--- config.mk ---
export PLATFORM = sky130hd
export DESIGN_NAME = binary_to_decimal_ascii_core
export DESIGN_NICKNAME = d
export VERILOG_FILES = /design/src/rtl/btda_pkg.sv /design/src/rtl/binary_to_decimal_ascii_core.sv
export SDC_FILE = /design/constraint.sdc
export NUM_CORES = 1
export LEC_CHECK = 0
export BUFFER_PORTS_ARGS = -buffer_cell sky130_fd_sc_hd__buf_2
export CORE_ASPECT_RATIO = 1.25
export CORE_MARGIN = 2
export CORE_UTILIZATION = 64
export CTS_CLUSTER_DIAMETER = 100
export DETAILED_ROUTE_END_ITERATION = 8
export GPL_ROUTABILITY_DRIVEN = 0
export HOLD_SLACK_MARGIN = 0.08
export PLACE_DENSITY_LB_ADDON = 0.25
export SLEW_MARGIN = 20
export SYNTH_ARGS = -nofsm -noshare
export SYNTH_HDL_FRONTEND = slang
export SYNTH_SLANG_ARGS = --single-unit
--- constraint.sdc ---
create_clock -name clock -period 6.7 [get_ports clock]
set_clock_uncertainty 0.05 [all_clocks]
set_input_delay 1.005 -clock clock [delete_from_list [all_inputs] [get_ports clock]]
set_output_delay 1.005 -clock clock [all_outputs]
set_load 0.03 [all_outputs]
--- src/rtl/btda_pkg.sv ---
// Shared types and constants for the binary to decimal ASCII converter.
package btda_pkg;

   localparam int VALUE_W      = 32;
   localparam int MIN_DIGITS_W = 4;
   localparam int CHAR_W       = 6;
   localparam int BCD_DIGITS   = 10;
   localparam int BIT_CNT_W    = 5;

   localparam logic [CHAR_W-1:0]    ASCII_ZERO = CHAR_W'(48);
   localparam logic [BIT_CNT_W-1:0] LAST_BIT   = BIT_CNT_W'(VALUE_W - 1);

   typedef struct packed {
      logic [VALUE_W-1:0]      value;
      logic [MIN_DIGITS_W-1:0] min_digits;
   } req_type;

   typedef struct packed {
      logic [CHAR_W-1:0] digit_char;
      logic              last;
   } rsp_type;

   typedef enum logic [1:0] {
      ST_IDLE,
      ST_CONVERT,
      ST_EMIT
   } state_type;

endpackage

--- src/rtl/binary_to_decimal_ascii_core.sv ---
// Top level of the binary to zero-padded decimal ASCII converter.
//
// A transaction enters on req_data when start is high and busy is low. It carries
// a 32-bit unsigned value and a minimum character count. The block answers with
// one rsp transaction per decimal character, most significant first, each shown
// on rsp_data for exactly one cycle while rsp_strobe is high. The last character
// of a value has rsp_data.last set. The value is padded on the left with '0'
// characters up to the minimum count, which saturates at MAX_DIGITS; at least
// one digit is always produced, and no significant digit is ever dropped.
//
// Timing: the shift-add-3 converter takes one input bit per cycle, through a
// single shared adjust-and-shift unit. The emit sequencer then walks the
// max(10, MAX_DIGITS) digit positions from the top, one per cycle, whether a
// position is emitted or skipped as a leading zero. Busy is high while an item
// is converted and emitted. The final character leaves the output register in
// the cycle busy drops, so a new transaction can be accepted in that same cycle.
// The receiver cannot stall: every strobed character counts as taken.
// A synchronous reset returns the block to idle with no strobe pending.
module binary_to_decimal_ascii_core #(
   parameter int MAX_DIGITS = 10
) (
   input  logic              clock,
   input  logic              reset,
   input  logic              start,
   output logic              busy,
   input  btda_pkg::req_type req_data,
   output logic              rsp_strobe,
   output btda_pkg::rsp_type rsp_data
);

   // Number of digit positions the emit sequencer scans.
   localparam int SCAN   = (MAX_DIGITS > btda_pkg::BCD_DIGITS) ? MAX_DIGITS
                                                               : btda_pkg::BCD_DIGITS;
   localparam int IDXW   = $clog2(SCAN);
   // Wide enough for a position index, the minimum count and MAX_DIGITS itself.
   localparam int CW     = ($clog2(SCAN + 1) > btda_pkg::MIN_DIGITS_W) ? $clog2(SCAN + 1)
                                                                       : btda_pkg::MIN_DIGITS_W;
   localparam logic [CW-1:0]   MAX_W     = CW'(MAX_DIGITS);
   localparam logic [IDXW-1:0] TOP_IDX   = IDXW'(SCAN - 1);
   localparam logic [CW-1:0]   NUM_BCD   = CW'(btda_pkg::BCD_DIGITS);

   btda_pkg::state_type state_ff, state_in;

   logic [btda_pkg::VALUE_W-1:0]   value_ff, value_in;
   logic [3:0]                     bcd_ff [btda_pkg::BCD_DIGITS];
   logic [3:0]                     bcd_in [btda_pkg::BCD_DIGITS];
   logic [btda_pkg::BIT_CNT_W-1:0] bit_cnt_ff, bit_cnt_in;
   logic [IDXW-1:0]                idx_ff, idx_in;
   logic [CW-1:0]                  width_ff, width_in;
   logic                           started_ff, started_in;
   logic                           rsp_strobe_ff, rsp_strobe_in;
   btda_pkg::rsp_type              rsp_ff, rsp_in;

   logic [3:0]    bcd_adj [btda_pkg::BCD_DIGITS];
   logic [3:0]    cur_digit;
   logic [CW-1:0] idx_ext;
   logic [CW-1:0] min_ext;
   logic          accept;
   logic          skip;

   assign accept  = start && (state_ff == btda_pkg::ST_IDLE);
   assign idx_ext = CW'(idx_ff);
   assign min_ext = CW'(req_data.min_digits);

   // The shared unit: add three to every BCD digit of five or more before the shift.
   always_comb begin
      for (int d = 0; d < btda_pkg::BCD_DIGITS; d++) begin
         bcd_adj[d] = (bcd_ff[d] >= 4'd5) ? (bcd_ff[d] + 4'd3) : bcd_ff[d];
      end
   end

   // Positions above the BCD register read as zero; they only ever pad.
   always_comb begin
      cur_digit = 4'd0;
      if (idx_ext < NUM_BCD) begin
         cur_digit = bcd_ff[idx_ext[$clog2(btda_pkg::BCD_DIGITS)-1:0]];
      end
   end

   // A leading zero above the minimum width is skipped, but never the units digit.
   assign skip = !started_ff && (cur_digit == 4'd0) && (idx_ext >= width_ff)
                 && (idx_ff != '0);

   // Next state.
   always_comb begin
      state_in = state_ff;
      unique case (state_ff)
         btda_pkg::ST_IDLE: begin
            if (start) state_in = btda_pkg::ST_CONVERT;
         end
         btda_pkg::ST_CONVERT: begin
            if (bit_cnt_ff == btda_pkg::LAST_BIT) state_in = btda_pkg::ST_EMIT;
         end
         btda_pkg::ST_EMIT: begin
            if (idx_ff == '0) state_in = btda_pkg::ST_IDLE;
         end
         default: state_in = btda_pkg::ST_IDLE;
      endcase
   end

   // Datapath and outputs.
   always_comb begin
      value_in      = value_ff;
      bcd_in        = bcd_ff;
      bit_cnt_in    = bit_cnt_ff;
      idx_in        = idx_ff;
      width_in      = width_ff;
      started_in    = started_ff;
      rsp_strobe_in = 1'b0;
      rsp_in        = rsp_ff;
      unique case (state_ff)
         btda_pkg::ST_IDLE: begin
            if (accept) begin
               value_in   = req_data.value;
               width_in   = (min_ext > MAX_W) ? MAX_W : min_ext;
               bit_cnt_in = '0;
               started_in = 1'b0;
               for (int d = 0; d < btda_pkg::BCD_DIGITS; d++) begin
                  bcd_in[d] = 4'd0;
               end
            end
         end
         btda_pkg::ST_CONVERT: begin
            // Shift the adjusted digits left by one, feeding in the next value bit.
            bcd_in[0] = {bcd_adj[0][2:0], value_ff[btda_pkg::VALUE_W-1]};
            for (int d = 1; d < btda_pkg::BCD_DIGITS; d++) begin
               bcd_in[d] = {bcd_adj[d][2:0], bcd_adj[d-1][3]};
            end
            value_in   = {value_ff[btda_pkg::VALUE_W-2:0], 1'b0};
            bit_cnt_in = bit_cnt_ff + 1'b1;
            idx_in     = TOP_IDX;
         end
         btda_pkg::ST_EMIT: begin
            if (!skip) begin
               rsp_strobe_in     = 1'b1;
               rsp_in.digit_char = btda_pkg::ASCII_ZERO + {2'b00, cur_digit};
               rsp_in.last       = (idx_ff == '0);
               started_in        = 1'b1;
            end
            idx_in = idx_ff - 1'b1;
         end
         default: begin
            rsp_strobe_in = 1'b0;
         end
      endcase
   end

   always_ff @(posedge clock) begin
      if (reset) begin
         state_ff      <= btda_pkg::ST_IDLE;
         rsp_strobe_ff <= 1'b0;
      end else begin
         state_ff      <= state_in;
         rsp_strobe_ff <= rsp_strobe_in;
      end
      value_ff   <= value_in;
      bcd_ff     <= bcd_in;
      bit_cnt_ff <= bit_cnt_in;
      idx_ff     <= idx_in;
      width_ff   <= width_in;
      started_ff <= started_in;
      rsp_ff     <= rsp_in;
   end

   assign busy       = (state_ff != btda_pkg::ST_IDLE);
   assign rsp_strobe = rsp_strobe_ff;
   assign rsp_data   = rsp_ff;

endmodule

==> out/results.ini, run 1 <==
[outcome]
status=finished clean

[setup_path]
worst-path-buf-inv=1
cp.arrival_ps=2930
startpoint_type=flop
crit_path_end_kind=flop
cpMostUsedCell=a21oi_1
reg2regPathDepth=7
crit_type=reg -> reg
rr_startpoint=idx_ext[0]$_SDFFCE_PN1P_
critPathTopFamily=flip-flops
critPathRequiredTime_ps=6670
crit_slowest_cell=edfxtp_1
critPathMaxFanout=20
crit_chain=inv_1 -> ha_1 -> nand2b_1 -> a21oi_1 -> o21ai_0 -> and4bb_1 -> a21oi_1
worstSetupPathDepth=7
cp-startpoint=idx_ext[0]$_SDFFCE_PN1P_
max_stage_delay_ps=980

[floorplanning]
die_h_um=104
initial_utilization=0.661
die_area_um2=8780
io_pins=48
core_area_um2=7790
chipWidth_um=84.2
rows=36

[sta]
rsz0062_at_grt=false
slew_violations=0
fin_crit_ps=2970
fin_setup_tns_ps=0
setup_ws_ps=3730
hold_violations=0
relSlewSlack=0.344
tightestPinTransition_ps=984
final.period_utilization=0.443
finalSetupViolations=0
timing.fmax_mhz=337

[pwr]
peakVddDrop_v=0.000223
power_density_nw_per_um2=284
power_leakage_uw=0.00227

[logic_synthesis]
synth_warnings=0
synth-edff-count=91
synth_most_common_cell=edfxtp_1
syn_area_um2=5150
syn_avg_cell_area_um2=12.2
synth_top_area_share=0.531
netlist_top_cells_count=91 x edfxtp_1, 34 x nand2_1, 31 x mux2_2
synth_ff_type=edfxtp_1
async_flop_share=0
yosys_register_bits=94
synth_area_leader_cell=edfxtp_1
synth.yosys.seq_area_share=0.542
ys_types=40
ys_top_cells_by_area=edfxtp_1 53%, ha_1 7.3%, mux2_2 6.8%
syn_inst=422

[clock_tree]
cts_hold_buffers=0
path_clk_slew_ps=90
cts_tree=built
root_buffer=clkbuf_8
cts_made_buffers=9
post_cts_buffers=0
ctsLongestPathBuffers=2
cts.sinks=94
htree_levels=3
clock_latency_ps=370
post_cts_resized=0

[global_route]
track_usage=0.199
grt_max_degree=81
grt_pass1_wl_um=13800
grt_pass1_vias=2967
antenna_found_initial=0
grt-ovfl-total=0

[placement]
io_buffers=45
post-place-ws_ps=3760
post-dp-hpwl_um=5770

[min_path]
min_path_cells=2
hp-class=reg -> reg
holdCritStartpoint=state_ff[0]$_SDFFE_PP0P_

[routing]
detail_route.wl_per_cell_um=14.9
vias_per_cell=5.60
drtAntennaViolNets=0
first_pass_iters=4
drtIter0Drc=164
drc_errors=0
routed_wl_um=8420
vias=3161

[finish]
drive_above_1_share=0.220
seq_area_um2=2790
syn_to_final_growth_pct=9.23
multiInputGateArea_um2=2160
antenna_cells=0
fillers=563
nNetsFinal=533

[flow_run]
max-cap-violations=0

[per-stage QoR]
stage / util / power, uW / hold slack [ps] / std cells / instance area (um^2)
2_1_floorplan: - / 1140 / 440 / 423 / 5150
3_3_place_gp: 0.697 / 1220 / 461 / 548 / 5430
3_5_place_dp: 0.697 / 1240 / 475 / 548 / 5430
4_1_cts: 0.722 / 1610 / 495 / 564 / 5630
5_1_grt: 0.722 / 1690 / 517 / 564 / 5630
6_report: 0.722 / 1600 / 494 / 564 / 5630
[flip-flops by register name, summed over array words and instances (netlist names)]
register and count:
bcd_ff 40, bit_cnt_ff 5, value_ff 32, state_ff 2, rsp_data 5, idx_ext 4, width_ff 4, rsp_strobe 1
started_ff 1
[final timing paths]
kind	endpoint	slack, ps
setup / recovery	rsp_data[0]$_DFFE_PP_	3730
hold / removal	state_ff[0]$_SDFFE_PP0P_	490
setup reg to reg	rsp_data[0]$_DFFE_PP_	3730
hold reg to reg	state_ff[0]$_SDFFE_PP0P_	490
[power breakdown]
group	total, uW	leakage [uW]	internal, uW	switching [uW]
clock	382	0.0000996	174	208
combinational	361	0.00126	170	191
sequential	857	0.000913	780	77.9
total	1600	0.00227	1120	477
[worst reg2reg max path: stages, from the launching register on]
cell,delay (ps)
edfxtp_1,980
inv_1,210
ha_1,340
nand2b_1,160
a21oi_1,160
o21ai_0,90
and4bb_1,220
a21oi_1,410
[cells by family after synthesis]
kind of cell / count (synthesis) / synth area share
DFF: 94 / 0.542
xor gates and xnor gates: 23 / 0.0391
and+or+nand+nor: 116 / 0.120
other: 1 / 0.000728
AOI/OAI and AO/OA: 61 / 0.0758
buffers and inverters: 47 / 0.0391
adders and majority gates: 30 / 0.0729
muxes: 50 / 0.111
[per-layer routing]
layer	share of wire	GRT usage	up-vias
met2	0.49	0.325	59
li1	-	-	1573
met5	0	0	-
met3	0.039	0.0444	11
met4	0.015	0.0760	0
met1	0.45	0.259	1518
[cell type report]
type / count / share of cell area
sequential: 94 / 0.496
clock inverter: 7 / 0.0131
timing repair buffer: 47 / 0.0427
tap: 95 / 0.0211
inverter: 30 / 0.0200
multi-input combinational: 282 / 0.385
clock buffer: 9 / 0.0220
[placed cells by master (no fill, tap or decap), types with 2 or more instances in the layout]
cell      Yosys  layout
mux2i_1      16      16
ha_1         30      29
nand2b_1     13      13
mux4_2        2       2
o21ai_0      23      23
nor3b_1      11      11
conb_1        1       2
o22ai_2       2       2
xnor2_1      13      13
a21oi_1      13      13
clkbuf_8      0       9
a21boi_0     10      10
nor2b_1       6       6
clkinv_4      0       2
xor2_1       10      10
a221o_1       2       2
a21o_1        3       2
buf_2         2      45
mux2_2       31      31
nor3_1        3       3
and2_1       26      26
dfxtp_1       3       3
nor2_1       18      18
o221ai_1      2       2
inv_1        30      30
clkinv_2      0       2
nand2_1      34      34
edfxtp_1     91      91
buf_4         2       2
Note: power is estimated with default switching activity, not from simulation.
==> run 2: changes to the inputs <==
CORE_UTILIZATION = 60   (was 64)
clock period = 2.9 ns   (was 6.7 ns; I/O delays follow)
==> out/results.ini, run 2 (same netlist as run 1, synthesis figures left out) <==
[outcome]
status=finished clean

[floorplanning]
die_h_um=108  ; +3.2%
die_area_um2=9340  ; +6.4%
rows=37  ; +2.8%
io_pins=48  ; unchanged
core_area_um2=8290  ; +6.3%
chipWidth_um=86.9  ; +3.1%
initial_utilization=0.621  ; -0.0394

[sta]
fin_crit_ps=2330  ; -639 ps
fin_setup_tns_ps=0  ; unchanged
rsz0062_at_grt=false
finalSetupViolations=0  ; unchanged
timing.fmax_mhz=430  ; +27%
hold_violations=0  ; unchanged
final.period_utilization=0.802  ; +0.360
slew_violations=0  ; unchanged

[setup_path]
crit_slowest_cell=edfxtp_1
worstSetupPathDepth=5  ; -2
crit_path_end_kind=flop
worst-path-buf-inv=0  ; -1
critPathRequiredTime_ps=2870  ; -3800 ps
max_stage_delay_ps=580  ; -400 ps
rr_startpoint=idx_ext[3]$_SDFFCE_PN1P_
crit_chain=or2_2 -> o221ai_1 -> o31a_1 -> and4bb_1 -> a21oi_1
critPathMaxFanout=11  ; -45%
critPathTopFamily=compound AO/OA/AOI/OAI gates
cp-startpoint=idx_ext[3]$_SDFFCE_PN1P_
r2r_end=rsp_data[2]$_DFFE_PP_
endpoint=rsp_data[2]$_DFFE_PP_
rrSetupSlack_ps=570  ; -3160 ps
crit_type=reg -> reg
cp.arrival_ps=2300  ; -630 ps
reg2regPathDepth=5  ; -2
startpoint_type=flop

[finish]
largest_reg_flops=40  ; unchanged
top_regs=bcd_ff (40), value_ff (32)
syn_to_final_growth_pct=9.55
final_common_cell=edfxtp_1
fin_util=0.681  ; -0.0411
antenna_cells=0  ; unchanged
largest_register=bcd_ff
final_cell_mix=91 x edfxtp_1, 45 x buf_2, 34 x nand2_1
drive_above_1_share=0.213  ; -0.00685
nNetsFinal=534  ; +0.19%

[min_path]
hp-class=in -> reg

[routing]
drtAntennaViolNets=0  ; unchanged
vias_per_cell=5.59  ; -0.28%
drtIter0Drc=161  ; -1.8%
drc_errors=0  ; unchanged
routed_wl_um=8500  ; +0.93%
first_pass_iters=4  ; unchanged
detail_route.wl_per_cell_um=15.0  ; +0.39%
vias=3169  ; +0.25%

[pwr]
power_leakage_uw=0.00227  ; +0.24%
peakVddDrop_v=0.000386  ; +73%
power_density_nw_per_um2=648  ; +130%

[clock_tree]
root_buffer=clkbuf_8
post_cts_buffers=0  ; unchanged
ctsLongestPathBuffers=2  ; unchanged
post_cts_resized=0  ; unchanged
cts_made_buffers=9  ; unchanged
htree_levels=3  ; unchanged
cts.sinks=94  ; unchanged
path_clk_slew_ps=90  ; about the same
clock_latency_ps=360  ; about the same
cts_tree=built
cts_hold_buffers=0  ; unchanged

[placement]
io_buffers=45  ; unchanged
post-dp-hpwl_um=5880  ; +2.0%

[flow_run]
max-cap-violations=0  ; unchanged

[global_route]
track_usage=0.202  ; +0.00264
grt-ovfl-total=0  ; unchanged
grt_pass1_vias=3259  ; +9.8%
antenna_found_initial=0  ; unchanged
grt_pass1_wl_um=14500  ; +4.6%
grt_max_degree=80  ; -1.2%

-- run 2: cell count changes in the layout (fill, tap and decap cells not counted) --
cell	previous run	this run
buf_12	0	2
buf_4	2	1
inv_6	1	0
clkinv_4	2	0
clkinv_1	0	4
clkinvlp_4	1	0
-- run 2: power by group --
part	switching [uW]	internal, uW
logic	448	409
clock network	439	384
registers	180	1800
-- run 2: how the worst min path moves through the flow --
stage	from	to	slack (ps)	depth (start not counted)
finish	reset	state_ff[0]$_SDFFE_PP0P_	240	2
floorplan	state_ff[0]$_SDFFE_PP0P_	state_ff[0]$_SDFFE_PP0P_	440	2
CTS	reset	state_ff[0]$_SDFFE_PP0P_	220	2
global route	reset	state_ff[1]$_SDFFE_PP0P_	230	2
detailed placement	state_ff[0]$_SDFFE_PP0P_	state_ff[0]$_SDFFE_PP0P_	480	2
global placement	value_ff[31]$_DFFE_PP_	bcd_ff[36]$_SDFFCE_PN0P_	470	1
-- run 2: through the flow --
step,hold WS [ps],cells,setup WS (ps),power [uW],instance area (um^2)
after floorplan,440,423,511,2630,5150
after global placement,472,551,674,2830,5460
after detailed placement,481,551,599,2880,5460
after CTS,223,567,582,3690,5640
after global routing,229,567,414,3880,5640
final,239,567,574,3660,5640
-- run 2: metal layers --
| layer | track usage | share of wire |
|---|---|---|
| met4 | 0.0938 | 0.026 |
| met3 | 0.0429 | 0.038 |
| met5 | 0 | 0 |
| met1 | 0.247 | 0.44 |
| met2 | 0.338 | 0.50 |
-- run 2: layout make-up --
| class | instances | area (um^2) |
|---|---|---|
| Inverter | 30 | 113 |
| Fill cell | 629 | 2650 |
| Multi-Input combinational cell | 282 | 2160 |
| Sequential cell | 94 | 2790 |
| Clock inverter | 7 | 55.1 |
| Clock buffer | 9 | 124 |
| Timing Repair Buffer | 48 | 273 |
| Tap cell | 97 | 121 |
